## src/hdl/seecs_pkg.sv

```systemverilog
`default_nettype none

package seecs_pkg;

    // Sequencer phases.
    typedef enum logic [2:0] {
        PH_IDLE   = 3'd0,
        PH_POLL1  = 3'd1,
        PH_POLL2  = 3'd2,
        PH_WREN   = 3'd3,
        PH_WFRAME = 3'd4,
        PH_RFRAME = 3'd5
    } t_phase;

    // Request opcodes.
    localparam logic [1:0] OP_READ  = 2'd0;
    localparam logic [1:0] OP_WRITE = 2'd1;
    localparam logic [1:0] OP_RX    = 2'd2;

    // Result kinds.
    localparam logic [1:0] KIND_SPI  = 2'd0;
    localparam logic [1:0] KIND_READ = 2'd1;
    localparam logic [1:0] KIND_DONE = 2'd2;

    // EEPROM instruction bytes.
    localparam logic [7:0] CMD_RDSR  = 8'h05;
    localparam logic [7:0] CMD_WREN  = 8'h06;
    localparam logic [7:0] CMD_WRITE = 8'h02;
    localparam logic [7:0] CMD_READ  = 8'h03;

    localparam int IN_TDATA_W  = 32;
    localparam int OUT_TDATA_W = 24;
    localparam int MAX_RESULTS = 3;

    typedef struct packed {
        logic [1:0] opcode;
        logic [8:0] address;
        logic [7:0] write_data;
        logic [7:0] rx_byte;
    } t_item;

    typedef struct packed {
        logic [1:0] kind;
        logic [7:0] tx_byte;
        logic       frame_end;
        logic [7:0] read_data;
        logic       last;
    } t_result;

    typedef struct packed {
        logic [1:0]          cnt;
        t_result [MAX_RESULTS-1:0] res;
    } t_batch;

    function automatic t_result mk_spi(input logic [7:0] tx, input logic fend,
                                       input logic last);
        t_result r;
        r.kind      = KIND_SPI;
        r.tx_byte   = tx;
        r.frame_end = fend;
        r.read_data = 8'h00;
        r.last      = last;
        return r;
    endfunction

endpackage

`default_nettype wire

```

## src/hdl/seecs_seq.sv

```systemverilog
`default_nettype none

// Command sequencer: holds the protocol state and turns one item into a
// batch of up to three results.
module seecs_seq (
    input  wire                 i_clk,
    input  wire                 i_rst_n,
    input  seecs_pkg::t_item    i_item,
    input  wire                 i_commit,
    output seecs_pkg::t_batch   o_batch
);

    seecs_pkg::t_phase r_phase, n_phase;
    logic [1:0] r_rx_count, n_rx_count;
    logic [8:0] r_held_address, n_held_address;
    logic [7:0] r_held_data, n_held_data;
    logic       r_is_write, n_is_write;

    logic [1:0] w_rx_inc;
    logic       w_pair_done;
    logic       w_triple_done;
    logic       w_wip;
    logic       w_is_req;
    logic [7:0] w_a8_bit;

    assign w_rx_inc      = r_rx_count + 2'd1;
    assign w_pair_done   = w_rx_inc[1];
    assign w_triple_done = (w_rx_inc == 2'd3);
    assign w_wip         = i_item.rx_byte[0];
    assign w_is_req      = (i_item.opcode == seecs_pkg::OP_READ) ||
                           (i_item.opcode == seecs_pkg::OP_WRITE);
    assign w_a8_bit      = {4'b0000, r_held_address[8], 3'b000};

    // Next state.
    always_comb begin
        n_phase        = r_phase;
        n_rx_count     = r_rx_count;
        n_held_address = r_held_address;
        n_held_data    = r_held_data;
        n_is_write     = r_is_write;
        if (w_is_req) begin
            if (r_phase == seecs_pkg::PH_IDLE) begin
                n_held_address = i_item.address;
                n_held_data    = i_item.write_data;
                n_is_write     = i_item.opcode[0];
                n_rx_count     = 2'd0;
                n_phase        = seecs_pkg::PH_POLL1;
            end
        end else if (i_item.opcode == seecs_pkg::OP_RX) begin
            if (r_phase != seecs_pkg::PH_IDLE) begin
                n_rx_count = w_rx_inc;
                case (r_phase)
                    seecs_pkg::PH_POLL1, seecs_pkg::PH_POLL2: begin
                        if (w_pair_done) begin
                            n_rx_count = 2'd0;
                            if (!w_wip) begin
                                if (r_phase == seecs_pkg::PH_POLL1 && r_is_write) begin
                                    n_phase = seecs_pkg::PH_POLL2;
                                end else if (r_phase == seecs_pkg::PH_POLL1) begin
                                    n_phase = seecs_pkg::PH_RFRAME;
                                end else begin
                                    n_phase = seecs_pkg::PH_WREN;
                                end
                            end
                        end
                    end
                    seecs_pkg::PH_WREN: begin
                        n_rx_count = 2'd0;
                        n_phase    = seecs_pkg::PH_WFRAME;
                    end
                    seecs_pkg::PH_WFRAME, seecs_pkg::PH_RFRAME: begin
                        if (w_triple_done) begin
                            n_rx_count = 2'd0;
                            n_phase    = seecs_pkg::PH_IDLE;
                        end
                    end
                    default: begin
                        n_rx_count = 2'd0;
                        n_phase    = seecs_pkg::PH_IDLE;
                    end
                endcase
            end
        end
    end

    // Results.
    always_comb begin
        o_batch = '0;
        if (w_is_req) begin
            if (r_phase == seecs_pkg::PH_IDLE) begin
                o_batch.cnt    = 2'd2;
                o_batch.res[0] = seecs_pkg::mk_spi(seecs_pkg::CMD_RDSR, 1'b0, 1'b0);
                o_batch.res[1] = seecs_pkg::mk_spi(8'h00, 1'b1, 1'b1);
            end
        end else if (i_item.opcode == seecs_pkg::OP_RX) begin
            case (r_phase)
                seecs_pkg::PH_POLL1, seecs_pkg::PH_POLL2: begin
                    if (w_pair_done) begin
                        if (w_wip || (r_phase == seecs_pkg::PH_POLL1 && r_is_write)) begin
                            o_batch.cnt    = 2'd2;
                            o_batch.res[0] = seecs_pkg::mk_spi(seecs_pkg::CMD_RDSR,
                                                               1'b0, 1'b0);
                            o_batch.res[1] = seecs_pkg::mk_spi(8'h00, 1'b1, 1'b1);
                        end else if (r_phase == seecs_pkg::PH_POLL1) begin
                            o_batch.cnt    = 2'd3;
                            o_batch.res[0] = seecs_pkg::mk_spi(
                                seecs_pkg::CMD_READ | w_a8_bit, 1'b0, 1'b0);
                            o_batch.res[1] = seecs_pkg::mk_spi(r_held_address[7:0],
                                                               1'b0, 1'b0);
                            o_batch.res[2] = seecs_pkg::mk_spi(8'h00, 1'b1, 1'b1);
                        end else begin
                            o_batch.cnt    = 2'd1;
                            o_batch.res[0] = seecs_pkg::mk_spi(seecs_pkg::CMD_WREN,
                                                               1'b1, 1'b1);
                        end
                    end
                end
                seecs_pkg::PH_WREN: begin
                    o_batch.cnt    = 2'd3;
                    o_batch.res[0] = seecs_pkg::mk_spi(
                        seecs_pkg::CMD_WRITE | w_a8_bit, 1'b0, 1'b0);
                    o_batch.res[1] = seecs_pkg::mk_spi(r_held_address[7:0], 1'b0, 1'b0);
                    o_batch.res[2] = seecs_pkg::mk_spi(r_held_data, 1'b1, 1'b1);
                end
                seecs_pkg::PH_WFRAME: begin
                    if (w_triple_done) begin
                        o_batch.cnt         = 2'd1;
                        o_batch.res[0].kind = seecs_pkg::KIND_DONE;
                        o_batch.res[0].last = 1'b1;
                    end
                end
                seecs_pkg::PH_RFRAME: begin
                    if (w_triple_done) begin
                        o_batch.cnt              = 2'd1;
                        o_batch.res[0].kind      = seecs_pkg::KIND_READ;
                        o_batch.res[0].read_data = i_item.rx_byte;
                        o_batch.res[0].last      = 1'b1;
                    end
                end
                default: begin
                    o_batch = '0;
                end
            endcase
        end
    end

    always_ff @(posedge i_clk) begin
        if (!i_rst_n) begin
            r_phase        <= seecs_pkg::PH_IDLE;
            r_rx_count     <= 2'd0;
            r_held_address <= 9'd0;
            r_held_data    <= 8'd0;
            r_is_write     <= 1'b0;
        end else if (i_commit) begin
            r_phase        <= n_phase;
            r_rx_count     <= n_rx_count;
            r_held_address <= n_held_address;
            r_held_data    <= n_held_data;
            r_is_write     <= n_is_write;
        end
    end

endmodule

`default_nettype wire

```

## src/hdl/seecs_rbuf.sv

```systemverilog
`default_nettype none

// Result buffer: takes a batch of up to three results at once and hands
// them out one per cycle while i_ready is high, shifting toward entry zero.
module seecs_rbuf (
    input  wire                 i_clk,
    input  wire                 i_rst_n,
    input  wire                 i_load,
    input  seecs_pkg::t_batch   i_batch,
    input  wire                 i_ready,
    output logic                o_valid,
    output seecs_pkg::t_result  o_res,
    output logic                o_free
);

    seecs_pkg::t_result [seecs_pkg::MAX_RESULTS-1:0] r_ent;
    logic [1:0] r_cnt;
    logic       w_pop;

    assign o_valid = (r_cnt != 2'd0);
    assign o_res   = r_ent[0];
    assign w_pop   = o_valid && i_ready;
    assign o_free  = (r_cnt == 2'd0) || ((r_cnt == 2'd1) && i_ready);

    always_ff @(posedge i_clk) begin
        if (!i_rst_n) begin
            r_cnt <= 2'd0;
        end else if (i_load) begin
            r_cnt <= i_batch.cnt;
        end else if (w_pop) begin
            r_cnt <= r_cnt - 2'd1;
        end
    end

    always_ff @(posedge i_clk) begin
        if (i_load) begin
            r_ent <= i_batch.res;
        end else if (w_pop) begin
            r_ent[0] <= r_ent[1];
            r_ent[1] <= r_ent[2];
        end
    end

endmodule

`default_nettype wire

```

## src/hdl/spi_eeprom_command_sequencer_core.sv

```systemverilog
// Path: an accepted request waits in the input register, the sequencer decides
// it combinationally; its results reach the master side via the result buffer.
// Throughput: one request per cycle when it causes no result, or one result and
// m_axis_tready is high; one causing n results holds the buffer until all drain.
// Reset: i_rst_n is synchronous, active low; it returns the sequencer to idle.
`default_nettype none

module spi_eeprom_command_sequencer_core (
    input  wire         i_clk,
    input  wire         i_rst_n,
    // Slave side: host requests and received SPI bytes.
    input  wire         s_axis_tvalid,
    output logic        s_axis_tready,
    // tdata, from bit 0: address[8:0], write_data[7:0], rx_byte[7:0], zero fill
    input  wire  [seecs_pkg::IN_TDATA_W-1:0]  s_axis_tdata,
    // tuser: opcode[1:0]
    input  wire  [1:0]  s_axis_tuser,
    // Master side: SPI bytes to send and host responses.
    output logic        m_axis_tvalid,
    input  wire         m_axis_tready,
    // tdata, from bit 0: tx_byte[7:0], frame_end, read_data[7:0], zero fill
    output logic [seecs_pkg::OUT_TDATA_W-1:0] m_axis_tdata,
    // tuser: kind[1:0]
    output logic [1:0]  m_axis_tuser,
    // tlast: last result caused by one request
    output logic        m_axis_tlast
);

    // The design has these working parts. An input register holds one request;
    // the sequencer turns that request and its protocol state into a batch of
    // up to three results combinationally. The batch lands in the result buffer,
    // which shifts them out one per cycle while m_axis_tready is high. A held
    // request moves on when it makes no results or the buffer empties at this edge.

    logic                r_in_valid;
    seecs_pkg::t_item    r_item;
    seecs_pkg::t_batch   w_batch;
    seecs_pkg::t_result  w_res;
    logic                w_buf_free;
    logic                w_advance;
    logic                w_load;
    logic                w_in_take;

    assign w_advance     = r_in_valid && ((w_batch.cnt == 2'd0) || w_buf_free);
    assign w_load        = w_advance && (w_batch.cnt != 2'd0);
    assign s_axis_tready = !r_in_valid || w_advance;
    assign w_in_take     = s_axis_tvalid && s_axis_tready;

    always_ff @(posedge i_clk) begin
        if (!i_rst_n) begin
            r_in_valid <= 1'b0;
        end else if (w_in_take) begin
            r_in_valid <= 1'b1;
        end else if (w_advance) begin
            r_in_valid <= 1'b0;
        end
    end

    // The request register carries payload only, so it needs no reset.
    always_ff @(posedge i_clk) begin
        if (w_in_take) begin
            r_item.opcode     <= s_axis_tuser;
            r_item.address    <= s_axis_tdata[8:0];
            r_item.write_data <= s_axis_tdata[16:9];
            r_item.rx_byte    <= s_axis_tdata[24:17];
        end
    end

    seecs_seq u_seq (
        .i_clk    (i_clk),
        .i_rst_n  (i_rst_n),
        .i_item   (r_item),
        .i_commit (w_advance),
        .o_batch  (w_batch)
    );

    seecs_rbuf u_rbuf (
        .i_clk    (i_clk),
        .i_rst_n  (i_rst_n),
        .i_load   (w_load),
        .i_batch  (w_batch),
        .i_ready  (m_axis_tready),
        .o_valid  (m_axis_tvalid),
        .o_res    (w_res),
        .o_free   (w_buf_free)
    );

    assign m_axis_tdata = {7'b0000000, w_res.read_data, w_res.frame_end, w_res.tx_byte};
    assign m_axis_tuser = w_res.kind;
    assign m_axis_tlast = w_res.last;

    // A held request is never dropped without being processed.
    a_hold_request: assert property (@(posedge i_clk) disable iff (!i_rst_n)
        (r_in_valid && !w_advance) |=> r_in_valid)
        else $error("held request lost without being processed");

    // Host responses are always the single, final result of their request.
    a_host_last: assert property (@(posedge i_clk) disable iff (!i_rst_n)
        (m_axis_tvalid && m_axis_tuser != seecs_pkg::KIND_SPI) |-> m_axis_tlast)
        else $error("host response not marked last");

    // Read data is zero on every result that is not a read response.
    a_read_zero: assert property (@(posedge i_clk) disable iff (!i_rst_n)
        (m_axis_tvalid && m_axis_tuser != seecs_pkg::KIND_READ)
            |-> (m_axis_tdata[16:9] == 8'h00))
        else $error("read data set on a non-read result");

    // Chip deselect only accompanies a transmitted byte.
    a_fend_spi: assert property (@(posedge i_clk) disable iff (!i_rst_n)
        (m_axis_tvalid && m_axis_tdata[8]) |-> (m_axis_tuser == seecs_pkg::KIND_SPI))
        else $error("frame end on a non-SPI result");

endmodule

`default_nettype wire
```

## config.mk

```make
export PLATFORM = sky130hd
export DESIGN_NAME = spi_eeprom_command_sequencer_core
export DESIGN_NICKNAME = d
export VERILOG_FILES = /design/src/hdl/seecs_pkg.sv /design/src/hdl/seecs_seq.sv /design/src/hdl/seecs_rbuf.sv /design/src/hdl/spi_eeprom_command_sequencer_core.sv
export SDC_FILE = /design/constraint.sdc
export NUM_CORES = 1
export LEC_CHECK = 0
export ABC_AREA = 1
export ABC_CLOCK_PERIOD_IN_PS = 4900
export BUFFER_PORTS_ARGS = -buffer_cell sky130_fd_sc_hd__clkbuf_2
export CAP_MARGIN = 20
export CELL_PAD_IN_SITES_DETAIL_PLACEMENT = 1
export CELL_PAD_IN_SITES_GLOBAL_PLACEMENT = 1
export CORE_MARGIN = 2
export CORE_UTILIZATION = 48
export CTS_BUF_LIST = sky130_fd_sc_hd__clkbuf_4
export DETAILED_ROUTE_END_ITERATION = 7
export PLACE_DENSITY_LB_ADDON = 0.1
export SLEW_MARGIN = 5
export SYNTH_ARGS = -nofsm -noshare
export SYNTH_HDL_FRONTEND = slang
export SYNTH_SLANG_ARGS = --single-unit
```

## constraint.sdc

```tcl
create_clock -name i_clk -period 4.9 [get_ports i_clk]
set_input_delay 0 -clock i_clk [delete_from_list [all_inputs] [get_ports i_clk]]
set_output_delay 0 -clock i_clk [all_outputs]
set_load 0.02 [all_outputs]
```

==> out/qor.tcl, run 1 <==
set qor(cts.htree.levels) 3
set qor(path_max_fanout) 25
set qor(arithmetic_cell_share_of_the_synthesized_area_counting_full_adders_half_adders_and_majority_gates_pct) 2.47
set qor(ant_nets) 0
set qor(synth.avg_cell_area_sq_um) 10.0
set qor(placedCellCount) 528
set qor(tritoncts) {done}
set qor(post_synthesis_instance_total) 404
set qor(worst_skew_pair.late_latency_ns) 0.43
set qor(fin_total_pwr_mw) 1.80
set qor(longest_individual_stage_delay_on_the_worst_path_ns) 0.63
set qor(totalNegativeSetupSlack_ns) 0
set qor(grt_max_degree) 28
set qor(vdd_drop_max_mv) 0.130
set qor(worst_path_max_delay_cell) {sky130_fd_sc_hd__nand2_1}
set qor(wp_data_required_ns) 5.05
set qor(gp_congestion) 0.870
set qor(synth-simple-area-share_pct) 21.9
set qor(clk_root_buffer_cell) {sky130_fd_sc_hd__clkbuf_4}
set qor(maxCapViolations) 0
set qor(n_antenna_cell) 0
set qor(run_status) {completed}
set qor(dr_total_vias) 2791
set qor(worstPathCellList) {inv_1 -> ha_1 -> inv_1 -> nor2_1 -> nand3_1 -> nand2_1 -> nand2_1 -> nand2_4 -> nand3_4 -> nand2_1 -> buf_8}
set qor(die_area_sq_um) 9200
set qor(post_dp_area_sq_um) 4200
set qor(postCtsSetupBuffers) 0
set qor(depth_of_the_critical_timing_path_with_buffers_and_inverters_included) 11
set qor(worst_path_most_repeated_cell) {sky130_fd_sc_hd__nand2_1}
set qor(globalRoute.totalOverflow) 0
set qor(worst_r2r_endpoint) {u_rbuf.r_ent[31]$_DFFE_PP_}
set qor(most_frequent_cell_after_synthesis) {sky130_fd_sc_hd__nand2_1}
set qor(fin_worst_skew_ns) 0.0179
set qor(viasPerCell) 4.86
set qor(reg_to_reg_slack_setup_ns) 2.14
set qor(synth_top_family_by_area) {simple AND/OR/NAND/NOR gates}
set qor(worst_r2r_startpoint) {u_seq.r_rx_count[0]$_SDFFE_PN0P_}
set qor(power_leakage_nw) 2.03
set qor(synth-seq-cells) 91
set qor(yosys_warnings) 0
set qor(global_route.usage.total_pct) 19.2
set qor(critical_path.n_buffers_inverters) 3
set qor(setup_repair_after_global_routing_missed_its_margin) {false}
set qor(die_width_um) 95.9
set qor(synth.top_cells.by_count) {95 x sky130_fd_sc_hd__nand2_1, 65 x sky130_fd_sc_hd__edfxtp_1, 45 x sky130_fd_sc_hd__inv_1, 42 x sky130_fd_sc_hd__nor2_1, 28 x sky130_fd_sc_hd__buf_4}
set qor(layout_net_count) 510
set qor(numPortBuffers) 52
set qor(netlist_area_sq_um) 4060
set qor(critical_path.top_delay_family) {simple AND/OR/NAND/NOR gates}
set qor(yosys_most_used_dff) {sky130_fd_sc_hd__edfxtp_1}
set qor(multi_input_comb_area_sq_um) 1140
set qor(timing_worst_slew_pin_value_ns) 0.779
set qor(timing.critical_path.from_type) {register}
set qor(setup.worst_path.end_class) {register}
set qor(initial_core_util_pct) 49.4
set qor(layout-drive-gt1-share_pct) 17.7
set qor(fill_cell_instance_count_of_the_final_layout) 944
set qor(sequential_cell_area_sq_um) 2470
set qor(cp_data_arrival_time_ns) 2.91
set qor(hold_path_end) {u_seq.r_held_data[7]$_SDFFE_PN0P_}
set qor(routed_wl_um) 8120
set qor(crit_type) {reg2reg}
set qor(holdCritStartpoint) {i_rst_n}
set qor(cts.clk_slew.worst_paths_ns) 0.15
set qor(yosysSeqAreaShare_pct) 61.0
set qor(grt_pass1_vias) 2828
set qor(hold_depth) 3
set qor(final-hold-violation-count) 0
set qor(synth-xor-area-share_pct) 0
set qor(instances_no_fill) 574
set qor(synth_mux_area_share_pct) 0
set qor(count_of_flip_flops_with_a_built_in_enable_after_synthesis) 65
set qor(synth.lib_cells_used.distinct) 28
set qor(place_hpwl_um) 5520
set qor(layout_worst_path_cycle_share_pct) 56.3
set qor(clk_path_buf_depth) 2
set qor(async_reset_ff_share_pct) 0
set qor(setup_viol) 0
set qor(first_pass_grt_wire_length_um) 13300
set qor(final_core_util_pct) 56.6
set qor(ios) 67
set qor(drt-initial-drc-count) 96
set qor(numCtsBuffers) 9
set qor(synthToLayoutAreaGrowth_pct) 14.7
set qor(drt_drc_violations_left) 0
set qor(period_needed_ns) 2.76
set qor(synthDominantCellAreaShare_pct) 48.1
set qor(final_slew_viol_count) 0
set qor(synth_compound_gate_area_share_pct) 2.99
set qor(max_slew_margin_pct) 48.0
set qor(final_area_sq_um) 4650
set qor(power.density_nw_per_um2) 388
set qor(reg2reg_depth) 11
set qor(timing.fmax_mhz) 362
set qor(rows) 33
set qor(cts.sink_count) 91
set qor(synth.top_cells.by_area) {sky130_fd_sc_hd__edfxtp_1 48%, sky130_fd_sc_hd__dfxtp_1 13%, sky130_fd_sc_hd__nand2_1 8.8%}
set qor(post_drt_wl_per_cell_um) 14.1
set qor(firstDrtPassIters) 4
set qor(grt_antenna_before_repair) 0
set qor(die_height_um) 95.9
set qor(fp.coreArea_sq_um) 8220
set qor(synth_top_area_cell) {sky130_fd_sc_hd__edfxtp_1}
set qor(hp-class) {in2reg}
-- worst max path at each step --
stage | startpoint | end | slack, ns
floorplan | u_seq.r_rx_count[0]$_SDFFE_PN0P_ | r_item[0]$_DFFE_PP_ | 2.55
global placement | r_item[26]$_DFFE_PP_ | u_rbuf.r_ent[37]$_DFFE_PP_ | 2.00
detailed placement | u_seq.r_rx_count[0]$_SDFFE_PN0P_ | u_rbuf.o_res[10]$_DFFE_PP_ | 2.13
CTS | u_seq.r_rx_count[0]$_SDFFE_PN0P_ | u_rbuf.r_ent[30]$_DFFE_PP_ | 2.10
global route | u_seq.r_rx_count[0]$_SDFFE_PN0P_ | u_rbuf.r_ent[33]$_DFFE_PP_ | 1.89
finish | u_seq.r_rx_count[0]$_SDFFE_PN0P_ | u_rbuf.r_ent[31]$_DFFE_PP_ | 2.14
-- stage by stage --
step	hold slack (ns)	setup slack, ns
2_1_floorplan	0.0989	2.55
3_3_place_gp	0.177	2.00
3_5_place_dp	0.179	2.13
4_1_cts	0.0305	2.10
5_1_grt	0.0391	1.89
6_report	0.0453	2.14
-- registers in the layout, summed over array words and instances (netlist names) --
signal                count
r_item                   27
u_rbuf.o_res             20
u_rbuf.r_ent             18
u_seq.r_held_address      9
u_seq.r_held_data         8
u_seq.r_phase             3
u_rbuf.r_cnt              2
u_seq.r_rx_count          2
r_in_valid                1
u_seq.r_is_write          1
-- layout by cell type (no fill, tap or decap), types with 2 or more instances in the layout --
cell type / count
sky130_fd_sc_hd__nand3_4: 2
sky130_fd_sc_hd__conb_1: 7
sky130_fd_sc_hd__nor3_1: 8
sky130_fd_sc_hd__nand3_2: 2
sky130_fd_sc_hd__edfxtp_1: 65
sky130_fd_sc_hd__ha_1: 8
sky130_fd_sc_hd__inv_2: 3
sky130_fd_sc_hd__inv_6: 3
sky130_fd_sc_hd__nand2_4: 2
sky130_fd_sc_hd__o21a_1: 2
sky130_fd_sc_hd__dfxtp_1: 26
sky130_fd_sc_hd__inv_1: 45
sky130_fd_sc_hd__nor2_4: 2
sky130_fd_sc_hd__nand3_1: 21
sky130_fd_sc_hd__nand2_2: 2
sky130_fd_sc_hd__nor2_1: 42
sky130_fd_sc_hd__clkbuf_2: 52
sky130_fd_sc_hd__o21ai_0: 2
sky130_fd_sc_hd__a21oi_1: 15
sky130_fd_sc_hd__clkbuf_4: 9
sky130_fd_sc_hd__dlygate4sd3_1: 29
sky130_fd_sc_hd__nand2_1: 95
sky130_fd_sc_hd__nand4_1: 16
-- tightest hold or removal path, delay by kind of cell --
| kind | cells | cell delay [ns] |
|---|---|---|
| buffers and inverters | 1 | 0.27 |
| AND/OR/NAND/NOR | 2 | 0.17 |
-- repair_timing --
action                                 in CTS  in global routing
gates resized for setup                     0                  0
endpoints found under the hold margin      30                  0
hold buffers                               29                  0
-- per-layer routing --
metal	global-route usage, %	vias to the layer above	part of all wire [%]
met4	5.95	0	0.87
met5	0	-	0
met1	25.0	1327	46
met2	32.3	50	50
li1	-	1407	-
met3	3.84	7	2.9
-- logic make-up after synthesis --
kind of cell / count (synthesis)
adders and majority gates: 8
buffers and inverters: 88
AOI/OAI and AO/OA: 22
and+or+nand+nor: 194
other: 1
DFF: 91
-- layout make-up --
class	instances	share of cell area, %
timing repair buffer	83	12.7
inverter	48	3.87
sequential	91	53.1
clock inverter	7	1.56
clock buffer	9	1.45
tap	105	2.82
multi-input combinational	231	24.4
-- power by group --
group	internal [mW]	switching, mW
Combinational	0.130	0.273
Sequential	0.945	0.0380
Clock	0.159	0.258
Total	1.23	0.569
Note: power is estimated with default switching activity, not from simulation.
==> run 2, diff against run 1 <==
--- a/config.mk
+++ b/config.mk
@@ -6,13 +6,13 @@
 export NUM_CORES = 1
 export LEC_CHECK = 0
 export ABC_AREA = 1
-export ABC_CLOCK_PERIOD_IN_PS = 4900
+export ABC_CLOCK_PERIOD_IN_PS = 2600
 export BUFFER_PORTS_ARGS = -buffer_cell sky130_fd_sc_hd__clkbuf_2
 export CAP_MARGIN = 20
 export CELL_PAD_IN_SITES_DETAIL_PLACEMENT = 1
 export CELL_PAD_IN_SITES_GLOBAL_PLACEMENT = 1
 export CORE_MARGIN = 2
-export CORE_UTILIZATION = 48
+export CORE_UTILIZATION = 45
 export CTS_BUF_LIST = sky130_fd_sc_hd__clkbuf_4
 export DETAILED_ROUTE_END_ITERATION = 7
 export PLACE_DENSITY_LB_ADDON = 0.1
==> constraint.sdc (replaced) <==
create_clock -name i_clk -period 2.6 [get_ports i_clk]
set_input_delay 0 -clock i_clk [delete_from_list [all_inputs] [get_ports i_clk]]
set_output_delay 0 -clock i_clk [all_outputs]
set_load 0.02 [all_outputs]
==> out/qor.tcl, run 2 (synthesis gave the netlist of run 1 again) <==
set qor(run_status) {completed}
set qor(final_slew_viol_count) 0 ;# unchanged
set qor(fin_total_pwr_mw) 3.53 ;# +96%
set qor(grt_antenna_before_repair) 0 ;# unchanged
set qor(layout_worst_path_cycle_share_pct) 88.3 ;# +32 points
set qor(fill_cell_instance_count_of_the_final_layout) 967 ;# +2.4%
set qor(ctsHoldBuffers) 28 ;# -3.4%
set qor(reg2reg_depth) 12 ;# +1
set qor(grt_max_degree) 27 ;# -3.6%
set qor(path_max_fanout) 22 ;# -12%
set qor(ios) 67 ;# unchanged
set qor(tritoncts) {done}
set qor(largest_register_ff_count) 27 ;# unchanged
set qor(die_height_um) 98.9 ;# +3.1%
set qor(rows) 34 ;# +3.0%
set qor(setup_viol) 0 ;# unchanged
set qor(layout_net_count) 513 ;# +0.59%
set qor(synthToLayoutAreaGrowth_pct) 15.6
set qor(postCtsSetupBuffers) 0 ;# unchanged
set qor(vdd_drop_max_mv) 0.306 ;# +140%
set qor(dr_total_vias) 2816 ;# +0.90%
set qor(die_area_sq_um) 9790 ;# +6.4%
set qor(firstDrtPassIters) 4 ;# unchanged
set qor(grt_pass1_vias) 2976 ;# +5.2%
set qor(worst_r2r_startpoint) {r_item[26]$_DFFE_PP_}
set qor(drt_drc_violations_left) 0 ;# unchanged
set qor(worst_r2r_endpoint) {u_rbuf.r_cnt[0]$_SDFFE_PN0P_}
set qor(totalNegativeSetupSlack_ns) 0 ;# unchanged
set qor(hold_depth) 5 ;# +2
set qor(post_drt_wl_per_cell_um) 14.6 ;# +3.4%
set qor(cp_data_arrival_time_ns) 2.63 ;# -0.28 ns
set qor(cts.htree.levels) 3 ;# unchanged
set qor(hp-class) {in2reg}
set qor(cts.sink_count) 91 ;# unchanged
set qor(clk_root_buffer_cell) {sky130_fd_sc_hd__clkbuf_4}
set qor(clk_path_buf_depth) 2 ;# unchanged
set qor(place_hpwl_um) 5730 ;# +3.8%
set qor(final_cell_mix) {95 x sky130_fd_sc_hd__nand2_1, 65 x sky130_fd_sc_hd__edfxtp_1, 52 x sky130_fd_sc_hd__clkbuf_2}
set qor(hold_ws_ns) 0.0276 ;# -0.0177 ns
set qor(final-hold-violation-count) 0 ;# unchanged
set qor(wp_data_required_ns) 2.93 ;# -2.12 ns
set qor(setup.worst_path.end_class) {register}
set qor(global_route.usage.total_pct) 18.4 ;# -0.73 points
set qor(number_of_instances_resized_during_post_cts_repair) 0 ;# unchanged
set qor(numCtsBuffers) 9 ;# unchanged
set qor(routed_wl_um) 8480 ;# +4.5%
set qor(maxCapViolations) 0 ;# unchanged
set qor(setup_repair_after_global_routing_missed_its_margin) {false}
set qor(ant_nets) 0 ;# unchanged
set qor(period_needed_ns) 2.30 ;# -0.464 ns
set qor(reg_to_reg_slack_setup_ns) 0.30 ;# -1.84 ns
set qor(power.density_nw_per_um2) 752 ;# +94%
set qor(timing.fmax_mhz) 436 ;# +20%
set qor(timing.critical_path.from_type) {register}
set qor(numPortBuffers) 52 ;# unchanged
set qor(timing_worst_slew_pin_value_ns) 0.660 ;# -0.119 ns
set qor(cts.clk_slew.worst_paths_ns) 0.14 ;# about the same
set qor(crit_type) {reg2reg}
set qor(layout-drive-gt1-share_pct) 18.4 ;# +0.73 points
set qor(n_antenna_cell) 0 ;# unchanged
set qor(hold_path_end) {u_rbuf.r_cnt[1]$_SDFFE_PN0P_}
set qor(drt-initial-drc-count) 95 ;# -1.0%
set qor(power_leakage_nw) 2.05 ;# +1.1%
set qor(fin_worst_skew_ns) 0.00774 ;# -0.0102 ns
set qor(initial_core_util_pct) 46.5 ;# -2.9 points
set qor(globalRoute.totalOverflow) 0 ;# unchanged
set qor(final_common_cell) {sky130_fd_sc_hd__nand2_1}
set qor(multi_input_comb_area_sq_um) 1140 ;# unchanged
set qor(worst_skew_pair.late_latency_ns) 0.43 ;# about the same
set qor(holdCritStartpoint) {m_axis_tready}
set qor(fp.coreArea_sq_um) 8720 ;# +6.1%
set qor(top_register) {r_item}
set qor(max_slew_margin_pct) 55.8 ;# +7.9 points
set qor(first_pass_grt_wire_length_um) 14200 ;# +6.4%
set qor(gp_congestion) 0.834 ;# -4.2%
set qor(viasPerCell) 4.86 ;# -0.15%
set qor(sequential_cell_area_sq_um) 2470 ;# unchanged
set qor(die_width_um) 98.9 ;# +3.1%
run 2: cell count changes in the layout (fill, tap and decap cells not counted), sizes merged:
cell         before  now
buf               2    6
bufinv            1    2
clkinvlp          1    0
dlygate4sd3      29   28
run 2: metrics by stage:
step	utilization, %	worst slack, ns	cell area (sq um)	instances
global route	53.8	0.0803	4690	580
floorplan	-	0.251	4080	410
detailed placement	48.6	0.321	4240	536
CTS	53.8	0.283	4690	580
finish	53.8	0.305	4690	580
global placement	48.6	0.419	4240	536
run 2: how the worst max path moves through the flow:
stage          slack, ns                      endpoint                             start
2_1_floorplan       0.25           r_item[0]$_DFFE_PP_  u_seq.r_rx_count[0]$_SDFFE_PN0P_
3_3_place_gp        0.42    u_rbuf.r_ent[35]$_DFFE_PP_              r_item[26]$_DFFE_PP_
3_5_place_dp        0.32  u_rbuf.r_cnt[0]$_SDFFE_PN0P_              r_item[26]$_DFFE_PP_
4_1_cts             0.28  u_rbuf.r_cnt[0]$_SDFFE_PN0P_              r_item[26]$_DFFE_PP_
5_1_grt             0.08  u_rbuf.r_cnt[0]$_SDFFE_PN0P_  u_seq.r_rx_count[0]$_SDFFE_PN0P_
6_report            0.30  u_rbuf.r_cnt[0]$_SDFFE_PN0P_              r_item[26]$_DFFE_PP_
run 2: area by class of cell:
type	instances	share of cell area, %
Tap cell	108	2.88
Sequential cell	91	52.7
Multi-Input combinational cell	231	24.2
Clock buffer	9	1.44
Inverter	48	3.84
Timing Repair Buffer	86	12.8
Clock inverter	7	2.11
run 2: layer usage:
layer,vias to the layer above,wire length (um),track usage (%)
met3,9,305,3.19
li1,1416,-,-
met2,64,4070,31.6
met1,1327,4000,23.6
met4,0,104,6.32
met5,-,0,0
run 2: critical path, cell delays in order, from the launching register on:
cell and delay [ns]:
sky130_fd_sc_hd__edfxtp_1 0.54, sky130_fd_sc_hd__nand2_1 0.24, sky130_fd_sc_hd__nor2_1 0.20, sky130_fd_sc_hd__nand3_2 0.10, sky130_fd_sc_hd__nand2_2 0.11, sky130_fd_sc_hd__nor2_4 0.05
sky130_fd_sc_hd__nand2_4 0.10, sky130_fd_sc_hd__nand3_4 0.21, sky130_fd_sc_hd__nand2_1 0.21, sky130_fd_sc_hd__buf_12 0.19, sky130_fd_sc_hd__inv_1 0.07, sky130_fd_sc_hd__nor2_1 0.12
sky130_fd_sc_hd__nor2_1 0.06
run 2: power breakdown:
part / total, mW / leakage, nW / switching [mW] / internal, mW
Sequential: 1.85 / 0.827 / 0.0656 / 1.78
Combinational: 0.784 / 1.14 / 0.527 / 0.257
Clock: 0.896 / 0.0890 / 0.497 / 0.400
